**src/hdl/lpr_pkg.sv**
```systemverilog
`timescale 1ns / 1ps
// ----------------------------------------------------------------------------
// lpr_pkg - LRU page replacement shared definitions
// Sizes, miss codes and the lookup result passed from the frame table.
// ----------------------------------------------------------------------------
package lpr_pkg;

  localparam int MAX_FRAMES = 16;
  localparam int PAGE_BITS  = 10;
  localparam int PAGE_IN_W  = 10;
  localparam int ALLOT_W    = 5;
  localparam int CNT_W      = 32;

  localparam int PAGE_COUNT = 1 << PAGE_BITS;
  localparam int AGE_W      = (MAX_FRAMES > 1) ? $clog2(MAX_FRAMES) : 1;
  localparam int USED_W     = $clog2(MAX_FRAMES + 1);

  localparam logic [ALLOT_W-1:0] ALLOT_RESET = ALLOT_W'(16);
  localparam logic [CNT_W-1:0]   CNT_MAX     = {CNT_W{1'b1}};

  localparam logic [1:0] MISS_NONE       = 2'd0;
  localparam logic [1:0] MISS_COMPULSORY = 2'd1;
  localparam logic [1:0] MISS_CAPACITY   = 2'd2;

  typedef logic [PAGE_BITS-1:0] page_t;

  typedef struct packed {
    logic  hit;
    logic  ev_valid;
    page_t ev_page;
  } lookup_t;

  // Zero acts as one frame; anything above the table size is clipped.
  function automatic logic [USED_W-1:0] eff_limit(input logic [ALLOT_W-1:0] allot);
    logic [USED_W-1:0] lim;
    if (allot == '0) begin
      lim = USED_W'(1);
    end else if (32'(allot) > MAX_FRAMES) begin
      lim = USED_W'(MAX_FRAMES);
    end else begin
      lim = USED_W'(allot);
    end
    return lim;
  endfunction

  function automatic logic [CNT_W-1:0] sat_inc(input logic [CNT_W-1:0] v);
    return (v == CNT_MAX) ? v : v + CNT_W'(1);
  endfunction

endpackage

```
**src/hdl/lpr_seen.sv**
```systemverilog
`timescale 1ns / 1ps
// ----------------------------------------------------------------------------
// lpr_seen - seen-page bitmap
// One bit per page number, cleared by a sweep after reset. Registered read.
// ----------------------------------------------------------------------------
module lpr_seen
  import lpr_pkg::*;
(
  input  logic  clk,
  input  logic  rst,
  input  logic  rd_en,
  input  page_t rd_addr,
  output logic  rd_data,
  input  logic  set_en,
  input  page_t set_addr,
  output logic  busy
);

  logic  mem [PAGE_COUNT];
  page_t clr_idx;

  always_ff @(posedge clk) begin
    if (rst) begin
      busy    <= 1'b1;
      clr_idx <= '0;
    end else if (busy) begin
      clr_idx <= clr_idx + PAGE_BITS'(1);
      if (clr_idx == PAGE_BITS'(PAGE_COUNT - 1)) begin
        busy <= 1'b0;
      end
    end
  end

  always_ff @(posedge clk) begin
    if (busy) begin
      mem[clr_idx] <= 1'b0;
    end else if (set_en) begin
      mem[set_addr] <= 1'b1;
    end
  end

  always_ff @(posedge clk) begin
    if (rd_en) begin
      rd_data <= mem[rd_addr];
    end
  end

endmodule

```
**src/hdl/lpr_frames.sv**
```systemverilog
`timescale 1ns / 1ps
// ----------------------------------------------------------------------------
// lpr_frames - fully associative frame table with recency ranks
// Parallel tag compare, free-frame pick, LRU victim and rank update.
// ----------------------------------------------------------------------------
module lpr_frames
  import lpr_pkg::*;
(
  input  logic               clk,
  input  logic               rst,
  input  logic               step,
  input  page_t              page,
  input  logic [ALLOT_W-1:0] allotted,
  output lookup_t            result
);

  page_t                   frame_page [MAX_FRAMES];
  logic [MAX_FRAMES-1:0]   frame_valid;
  logic [AGE_W-1:0]        frame_age  [MAX_FRAMES];
  logic [USED_W-1:0]       frames_used;

  logic [MAX_FRAMES-1:0]   match;
  logic [MAX_FRAMES-1:0]   free_oh;
  logic [MAX_FRAMES-1:0]   victim_oh;
  logic [MAX_FRAMES-1:0]   sel;
  logic [AGE_W-1:0]        age_next [MAX_FRAMES];
  logic [AGE_W-1:0]        oldest_rank;
  logic [AGE_W-1:0]        hit_age;
  logic [AGE_W-1:0]        old_rank;
  page_t                   victim_page;
  logic                    hit;
  logic                    fill;

  assign oldest_rank = AGE_W'(frames_used - USED_W'(1));

  always_comb begin
    logic found;
    found       = 1'b0;
    hit_age     = '0;
    victim_page = '0;
    for (int f = 0; f < MAX_FRAMES; f++) begin
      match[f]     = frame_valid[f] && (frame_page[f] == page);
      victim_oh[f] = frame_valid[f] && (frame_age[f] == oldest_rank);
      free_oh[f]   = !frame_valid[f] && !found;
      found        = found | !frame_valid[f];
      hit_age      = hit_age | (match[f] ? frame_age[f] : '0);
      victim_page  = victim_page | (victim_oh[f] ? frame_page[f] : '0);
    end
  end

  assign hit      = |match;
  assign fill     = !hit && (frames_used < eff_limit(allotted)) && !(&frame_valid);
  assign old_rank = hit ? hit_age : oldest_rank;
  assign sel      = hit ? match : (fill ? free_oh : victim_oh);

  // On a fill every resident frame ages; otherwise only those younger than the target.
  always_comb begin
    for (int f = 0; f < MAX_FRAMES; f++) begin
      if (sel[f]) begin
        age_next[f] = '0;
      end else if (frame_valid[f] && (fill || frame_age[f] < old_rank)) begin
        age_next[f] = frame_age[f] + AGE_W'(1);
      end else begin
        age_next[f] = frame_age[f];
      end
    end
  end

  assign result.hit      = hit;
  assign result.ev_valid = !hit && !fill;
  assign result.ev_page  = (!hit && !fill) ? victim_page : '0;

  always_ff @(posedge clk) begin
    if (rst) begin
      frame_valid <= '0;
      frames_used <= '0;
      for (int f = 0; f < MAX_FRAMES; f++) begin
        frame_age[f] <= '0;
      end
    end else if (step) begin
      for (int f = 0; f < MAX_FRAMES; f++) begin
        frame_age[f] <= age_next[f];
      end
      if (fill) begin
        frame_valid <= frame_valid | sel;
        frames_used <= frames_used + USED_W'(1);
      end
    end
  end

  always_ff @(posedge clk) begin
    for (int f = 0; f < MAX_FRAMES; f++) begin
      if (step && !hit && sel[f]) begin
        frame_page[f] <= page;
      end
    end
  end

  a_used_matches_valid: assert property (@(posedge clk) disable iff (rst)
    $countones(frame_valid) == int'(frames_used))
    else $error("occupancy count disagrees with valid frames");

  a_single_match: assert property (@(posedge clk) disable iff (rst)
    $onehot0(match))
    else $error("page resident in more than one frame");

  a_miss_target: assert property (@(posedge clk) disable iff (rst)
    step && !hit |-> $onehot(sel))
    else $error("miss without exactly one target frame");

endmodule

```
**src/hdl/lru_page_replacement.sv**
```systemverilog
`timescale 1ns / 1ps
// ----------------------------------------------------------------------------
// lru_page_replacement - fully associative LRU page replacement
// Classifies each page reference as hit, compulsory or capacity miss.
// ----------------------------------------------------------------------------
// Input channel: page_number with in_valid/in_stall; a transfer takes place
// at a clock edge with in_valid high and in_stall low.
// Output channel: hit, miss_kind, evicted_valid, evicted_page and the three
// running totals with out_valid/out_stall, one result per reference.
// frames_allotted is written through cfg_write_en/cfg_write_data while idle, a
// rule for the user that the block itself does not enforce. A reference waits
// in the lookup register, then moves to the output registers: one reference per
// cycle unless the output stall or bitmap sweep holds it. Tag compare and rank
// update are combinational; the seen bitmap is read as a reference is accepted.
// Reset (rst, synchronous) empties the frame table, zeroes the totals and sets
// the allotment to 16, then sweeps all 1024 seen bits clear with in_stall high;
// cfg writes still land. A stall on the output holds the result; the lookup
// register then holds one more reference and in_stall rises.
// ----------------------------------------------------------------------------
module lru_page_replacement
  import lpr_pkg::*;
(
  input  logic                 clk,
  input  logic                 rst,
  input  logic                 cfg_write_en,
  input  logic [ALLOT_W-1:0]   cfg_write_data,
  input  logic                 in_valid,
  output logic                 in_stall,
  input  logic [PAGE_IN_W-1:0] page_number,
  output logic                 out_valid,
  input  logic                 out_stall,
  output logic                 hit,
  output logic [1:0]           miss_kind,
  output logic                 evicted_valid,
  output logic [PAGE_IN_W-1:0] evicted_page,
  output logic [CNT_W-1:0]     compulsory_total,
  output logic [CNT_W-1:0]     capacity_total,
  output logic [CNT_W-1:0]     access_total
);

  logic [ALLOT_W-1:0] frames_allotted;
  logic               s1_valid;
  page_t              s1_page;
  logic               last_set_valid;
  page_t              last_set_page;
  logic               seen_q;
  logic               seen_busy;
  logic               seen_now;
  logic               accept;
  logic               s1_move;
  logic               set_en;
  lookup_t            lookup;

  assign s1_move  = s1_valid && (!out_valid || !out_stall);
  assign in_stall = seen_busy || (s1_valid && !s1_move);
  assign accept   = in_valid && !in_stall;
  assign set_en   = s1_move && !lookup.hit;

  // Bitmap read was issued before the previous reference's set landed.
  assign seen_now = seen_q || (last_set_valid && (last_set_page == s1_page));

  always_ff @(posedge clk) begin
    if (rst) begin
      frames_allotted <= ALLOT_RESET;
    end else if (cfg_write_en) begin
      frames_allotted <= cfg_write_data;
    end
  end

  lpr_seen u_seen (
    .clk      (clk),
    .rst      (rst),
    .rd_en    (accept),
    .rd_addr  (page_number[PAGE_BITS-1:0]),
    .rd_data  (seen_q),
    .set_en   (set_en),
    .set_addr (s1_page),
    .busy     (seen_busy)
  );

  lpr_frames u_frames (
    .clk      (clk),
    .rst      (rst),
    .step     (s1_move),
    .page     (s1_page),
    .allotted (frames_allotted),
    .result   (lookup)
  );

  always_ff @(posedge clk) begin
    if (accept) begin
      s1_page <= page_number[PAGE_BITS-1:0];
    end
  end

  always_ff @(posedge clk) begin
    if (rst) begin
      s1_valid         <= 1'b0;
      out_valid        <= 1'b0;
      last_set_valid   <= 1'b0;
      compulsory_total <= '0;
      capacity_total   <= '0;
      access_total     <= '0;
    end else begin
      if (accept) begin
        s1_valid <= 1'b1;
      end else if (s1_move) begin
        s1_valid <= 1'b0;
      end
      if (s1_move) begin
        out_valid    <= 1'b1;
        access_total <= sat_inc(access_total);
        if (!lookup.hit) begin
          last_set_valid <= 1'b1;
          if (seen_now) begin
            capacity_total <= sat_inc(capacity_total);
          end else begin
            compulsory_total <= sat_inc(compulsory_total);
          end
        end
      end else if (!out_stall) begin
        out_valid <= 1'b0;
      end
    end
  end

  always_ff @(posedge clk) begin
    if (set_en) begin
      last_set_page <= s1_page;
    end
    if (s1_move) begin
      hit           <= lookup.hit;
      evicted_valid <= lookup.ev_valid;
      evicted_page  <= PAGE_IN_W'(lookup.ev_page);
      if (lookup.hit) begin
        miss_kind <= MISS_NONE;
      end else if (seen_now) begin
        miss_kind <= MISS_CAPACITY;
      end else begin
        miss_kind <= MISS_COMPULSORY;
      end
    end
  end

  a_no_accept_while_clearing: assert property (@(posedge clk) disable iff (rst)
    seen_busy |-> !accept)
    else $error("reference taken during bitmap clear");

  a_accept_fills_stage: assert property (@(posedge clk) disable iff (rst)
    accept |=> s1_valid)
    else $error("accepted reference lost before lookup");

  a_move_gives_result: assert property (@(posedge clk) disable iff (rst)
    s1_move |=> out_valid)
    else $error("lookup completed without a result");

  a_hit_never_evicts: assert property (@(posedge clk) disable iff (rst)
    out_valid && hit |-> !evicted_valid && (miss_kind == MISS_NONE))
    else $error("hit reported with eviction or miss class");

endmodule

```
**config.mk**
```make
export PLATFORM = sky130hd
export DESIGN_NAME = lru_page_replacement
export DESIGN_NICKNAME = d
export VERILOG_FILES = /design/src/hdl/lpr_pkg.sv /design/src/hdl/lpr_seen.sv /design/src/hdl/lpr_frames.sv /design/src/hdl/lru_page_replacement.sv
export SDC_FILE = /design/constraint.sdc
export NUM_CORES = 2
export LEC_CHECK = 0
export BUFFER_PORTS_ARGS = -buffer_cell sky130_fd_sc_hd__buf_4
export CORE_ASPECT_RATIO = 1.2
export CORE_MARGIN = 3
export CORE_UTILIZATION = 65
export DETAILED_ROUTE_END_ITERATION = 10
export PLACE_DENSITY = 0.82
export SKIP_CTS_REPAIR_TIMING = 1
export SLEW_MARGIN = 20
export SYNTH_ARGS = -nofsm -noshare
export SYNTH_HDL_FRONTEND = slang
export SYNTH_SLANG_ARGS = --single-unit
```
**constraint.sdc**
```tcl
create_clock -name clk -period 9.5 [get_ports clk]
set_input_delay 1.425 -clock clk [delete_from_list [all_inputs] [get_ports clk]]
set_output_delay 1.425 -clock clk [all_outputs]
set_load 0.02 [all_outputs]
```
* Word-level counts from Yosys, hierarchy flattened *
Memories as Yosys holds them, arrays and structs flattened. A register that Yosys moved wholly into a read port is not among the register bits.
Cells that the tools add are included.

storage, ports and cells
  word-level logic and storage cells = 454
  bits in registers = 170
  RAM bits = 1248
  memories kept = 3
  input bits = 20
  output and inout bits = 112

operators by class
  $add $sub $neg = 22
  muxes and demuxes = 137
  magnitude comparators = 18
  eq/ne operators = 38
  reduce and logical (&&, ||, !) cells = 153
  bitwise gates (word level) = 66

memories
  memory               depth  bits a word  rd ports  clocked after memory_dff  write ports  line              text
  u_seen.mem           1024   1            1         1                         1            lpr_seen.sv:19    logic mem [PAGE_COUNT];
  u_frames.frame_page  16     10           16        0                         16           lpr_frames.sv:17  page_t frame_page [MAX_FRAMES];
  u_frames.frame_age   16     4            16        0                         16           lpr_frames.sv:19  logic [AGE_W-1:0] frame_age [MAX_FRAMES];

operators by type and width
  cell                                                              count
  4-bit 2-to-1 mux                                                  65
  10-bit equality test                                              17
  10-bit 2-to-1 mux                                                 17
  10-bit OR                                                         15
  32-bit by 1-bit adder with 32-bit output (second input constant)  3
  32-bit equality test (second input constant)                      3
  1-bit logical AND                                                 87
  4-bit by 1-bit adder with 4-bit output (second input constant)    16
  4-bit equality test                                               16
  4-bit less-than comparator                                        16
  4-bit OR                                                          15
  1-bit 2-to-1 mux                                                  50
  1-bit logical NOT                                                 37
  16-bit 2-to-1 mux                                                 2
  1-bit OR                                                          30
  1-bit logical OR                                                  19
  16-bit OR                                                         1
  16-bit AND reduction                                              1
  16-bit OR reduction                                               1
  10-bit by 1-bit adder with 10-bit output (second input constant)  1
  10-bit equality test (second input constant)                      1
  5-bit 2-to-1 mux                                                  2
  4-bit AND reduction                                               2
  2-bit AND reduction                                               3
  10 further kinds                                                  14

* Logic depth before layout (Yosys ltp) *
  depth in word-level cells = 25
  gate-level depth with buffers = 18
  depth with buffers taken out = 12

* Hierarchy *
From an unflattened synthesis, not the netlist that was laid out.

second synthesis, totals
  cell total of the unflattened synthesis = 5156
  area total of the unflattened synthesis = 66023.3 µm²

by module, submodules not included
  module                instances  cells each  area an instance (µm²)
  lpr_seen              1          3198        45317.2
  lpr_frames            1          1280        14448.9
  lru_page_replacement  1          678         6257.3

* Worst setup path before layout *
OpenSTA, ideal clock, no wires.

  path kind = input-to-reg
  start point = input port out_stall
  end point = memory u_seen.mem[482] (enable)
  arrival time = 6.437 ns
  required time = 9.200 ns
  path slack = 2.763 ns
  stages = 13
  path buffers = 4
  path through = nand2_1 nand2_1 inv_1 nand2b_1 or2_1 buf_4 inv_2 buf_6 mux2i_2 buf_4 nand3_1 clkbuf_1 nor2_1

on the way
  word-level cells in the longest chain between the ends = 9
  elaborated cells on any way between the ends = 10
  classes of those cells = mux: 5; reduce/logical: 5

ends and longest elaborated chain
  what                                                                           line                        text
  from (decl)                                                                    lru_page_replacement.sv:31  input logic out_stall,
  1-bit logical NOT *                                                            n/a
  1-bit logical OR *                                                             lru_page_replacement.sv:54  assign s1_move = s1_valid && (!out_valid || !out_stall);
  1-bit logical AND *                                                            lru_page_replacement.sv:54
  named net s1_move                                                              lru_page_replacement.sv:50  logic s1_move;
  1-bit logical AND *                                                            lru_page_replacement.sv:57  assign set_en = s1_move && !lookup.hit;
  1-bit 2-to-1 mux *                                                             lpr_seen.sv:37              end else if (set_en) begin
  1-bit 2-to-1 mux *                                                             lpr_seen.sv:35              if (busy) begin
  1-bit 2-to-1 mux (implied by the code) *                                       lpr_seen.sv:38              mem[set_addr] <= 1'b1;
  1-bit OR reduction (no source line)                                            n/a
  10-bit 2-to-1 mux (no source line) / 1-bit 2-to-1 mux (equally long branches)  n/a
  to (decl)                                                                      lpr_seen.sv:19

Mark *: on every way through the listed nets, which the timed path passes. The rest lies on a longest branch.

* Worst setup path after layout *
  start point = register s1_page[0]
  end point = memory u_seen.mem[132] (enable)

on the way
  word-level cells in the longest chain between the ends = 10
  elaborated cells on any way between the ends = 41
  classes of those cells = eq/ne: 16; mux: 5; reduce/logical: 20

ends and longest elaborated chain
  what                                                                           line                        text
  from (decl)                                                                    lru_page_replacement.sv:43  page_t s1_page;
  from (signal assigned)                                                         lru_page_replacement.sv:92  s1_page <= page_number[PAGE_BITS-1:0];
  10-bit equality test                                                           lpr_frames.sv:42            match[f] = frame_valid[f] && (frame_page[f] == page);
  1-bit logical AND                                                              lpr_frames.sv:42
  16-bit OR reduction                                                            lpr_frames.sv:51            assign hit = |match;
  1-bit logical NOT                                                              lru_page_replacement.sv:57
  1-bit logical AND                                                              lru_page_replacement.sv:57
  1-bit 2-to-1 mux                                                               lpr_seen.sv:37
  1-bit 2-to-1 mux                                                               lpr_seen.sv:35
  1-bit 2-to-1 mux (implied by the code)                                         lpr_seen.sv:38
  1-bit OR reduction (no source line)                                            n/a
  10-bit 2-to-1 mux (no source line) / 1-bit 2-to-1 mux (equally long branches)  n/a

Several ways; a longest one is shown, not always the timed one.

==> flow_summary.json <==
{
  "status": "completed",
  "hold_class": "reg2reg",
  "clock_latency_ns": 0.76,
  "wl_per_cell_um": 29.67,
  "cap_violations": 0,
  "drtPass1Iterations": 6,
  "dp_hpwl_mm": 103.7,
  "rows": 126,
  "numClockSinks": 1419,
  "power_mw": 12.73,
  "totalWireLength_mm": 185.0,
  "drive_above_1_share_pct": 17.74,
  "clock_skew_ns": 0.04159,
  "grt_pass1_wl_mm": 272.6,
  "hold_ws_ns": 0.5089,
  "gp_congestion": 1.044,
  "finalWorstSetupSlack_ns": 2.394,
  "drv_slew": 0,
  "cts_made_buffers": 140,
  "clk_pin_slew_ns": 0.06,
  "critPathCaptureType": "flip-flop",
  "grt_overflow": 0,
  "hold_viol": 0,
  "crit_path_max_fanout": 236,
  "drt_iter0_drc": 5481,
  "final_cells": 6236,
  "grt_pass1_vias": 42770,
  "detail_route.drc_violations": 0,
  "grt_usage_pct": 35.78,
  "seq_area_um2": 41250,
  "vias_per_cell": 6.852,
  "final_common_cell": "nor2_1",
  "timing_worst_slew_pin_value_ns": 1.268,
  "syn_avg_cell_area_um2": 13.47,
  "finalCritPeriodShare_pct": 74.80,
  "ant_nets": 0,
  "grt_max_degree": 237,
  "synth_cells": 4832,
  "syn-num-nets": 4894,
  "critPathLaunchType": "flip-flop",
  "crit_required_ns": 9.92,
  "final_cell_mix": "1295 x nor2_1, 1283 x edfxtp_1, 341 x mux4_2",
  "cts_max_path_buffers": 3,
  "tns_ns": 0,
  "power.density_nw_per_um2": 177.0,
  "rsz0062_at_grt": "false",
  "htree_levels": 4,
  "syn_area_um2": 65080,
  "die_h_um": 352.6,
  "dpl_worst_slack_ns": 1.995,
  "clockRootBuffer": "clkbuf_16",
  "synth_cell_type_count": 71,
  "die_x_um": 294.8,
  "coreArea_um2": 98850,
  "relSlewSlack_pct": 14.60,
  "multi_input_area_um2": 22340,
  "area_delta_synth_final_pct": 10.58,
  "ys_seq_area_share_pct": 63.39,
  "nets": 4906,
  "period_needed_ns": 7.106,
  "start_util_pct": 65.84,
  "port-buffer-count": 131,
  "finalSetupViolations": 0,
  "async_flop_share_pct": 0,
  "via_count": 42730,
  "critPathArrivalTime_ns": 7.53,
  "dp.cells": 5982,
  "fmax_mhz": 140.7,
  "cts_tree": "yes",
  "io_pins": 132,
  "ys.warnings.count": 0,
  "synth_edf_count": 1283,
  "antenna_found_initial": 4,
  "synth_seq_cells": 1419,
  "ir_drop_v": 0.0001891,
  "fillCellCount": 5937,
  "fp.dieArea_um2": 104000,
  "p_leak_nw": 22.03,
  "ys.flop_type": "edfxtp_1",
  "path_class": "reg2reg"
}
per-layer routing:
layer / vias up / wire length (um) / global-route usage [%]
met3: 801 / 20200 / 7.747
met2: 3123 / 90840 / 57.81
met4: 6 / 14740 / 24.76
li1: 17770 / - / -
met5: - / 35 / 0
met1: 21030 / 59210 / 43.19
Yosys cell counts (27+ instances only):
library cell / n / area [um2]
nor2_1: 1299 / 4876
edfxtp_1: 1283 / 38530
mux4_2: 341 / 7680
clkbuf_1: 263 / 987.2
xnor2_1: 211 / 1848
xor2_1: 156 / 1366
nand3_1: 151 / 755.7
dfxtp_1: 136 / 2723
nand2_1: 132 / 495.5
inv_1: 76 / 285.3
nand4_1: 74 / 462.9
nor3_1: 69 / 345.3
a21oi_1: 55 / 275.3
a22oi_1: 47 / 352.8
buf_1: 43 / 161.4
buf_2: 43 / 215.2
ha_1: 42 / 525.5
nor4_1: 34 / 212.7
and3_1: 31 / 193.9
and4_1: 27 / 236.5
cells by family (layout without fill, tap and decap cells):
logic type | after synthesis | in the layout | share of synthesized area [%]
muxes | 367 | 367 | 12.21
buffers and inverters | 453 | 576 | 2.897
DFF | 1419 | 1419 | 63.39
adders and majority gates | 53 | 53 | 0.9806
and+or+nand+nor | 1890 | 1890 | 12.44
xor gates and xnor gates | 367 | 367 | 4.939
AOI/OAI and AO/OA | 283 | 283 | 3.147
other | 0 | 1 | 0
area by class of cell:
type                            instances  share of cell area [%]
Tap cell                             1280                   2.226
Timing Repair Buffer                  245                   2.645
Sequential cell                      1419                   57.32
Antenna cell                            1                0.003477
Multi-Input combinational cell       2960                   31.04
Inverter                               78                  0.4243
Clock inverter                         72                  0.9754
Clock buffer                          181                   5.361
state kept, by name (all words and copies together), names as in the netlist, 16 cells and up:
register,flops
u_frames.frame_page,160
u_frames.frame_age,64
capacity_total,32
access_total,32
u_seen.mem,1024
compulsory_total,32
u_frames.frame_valid,16
power breakdown:
group	internal, mW	total [mW]	switching [mW]
clock network	3.22	5.60	2.38
registers	6.72	6.75	0.0277
logic	0.149	0.385	0.236
total	10.1	12.7	2.64
final timing paths:
check,from,to,slack (ns),cells after the start
setup reg to reg,s1_page[0]$_DFFE_PP_,u_seen.mem[132]$_DFFE_PP_,2.39,14
hold / removal,last_set_valid$_SDFFE_PP0P_,last_set_valid$_SDFFE_PP0P_,0.51,2
setup / recovery,s1_page[0]$_DFFE_PP_,u_seen.mem[132]$_DFFE_PP_,2.39,14
hold reg to reg,last_set_valid$_SDFFE_PP0P_,last_set_valid$_SDFFE_PP0P_,0.51,2
per-stage QoR:
stage,cell area [um2],util [%]
after floorplan,65080,-
after global placement,67220,68.00
after detailed placement,67250,68.03
after CTS,71810,72.64
after global routing,71960,72.80
final,71960,72.80
critical path: stages (launching register included):
cell and delay, ns:
edfxtp_1 0.73, buf_4 0.43, xor2_1 0.14, nor4_2 0.85
and3_1 0.40, nor4_1 0.11, and4_1 0.43, inv_2 0.13
or2_1 0.11, buf_4 0.42, clkinv_8 0.54, or4b_2 0.88
o21ai_2 0.16, nand3_2 0.88, nor2_1 0.48
Note: power is estimated with default switching activity, not from simulation.
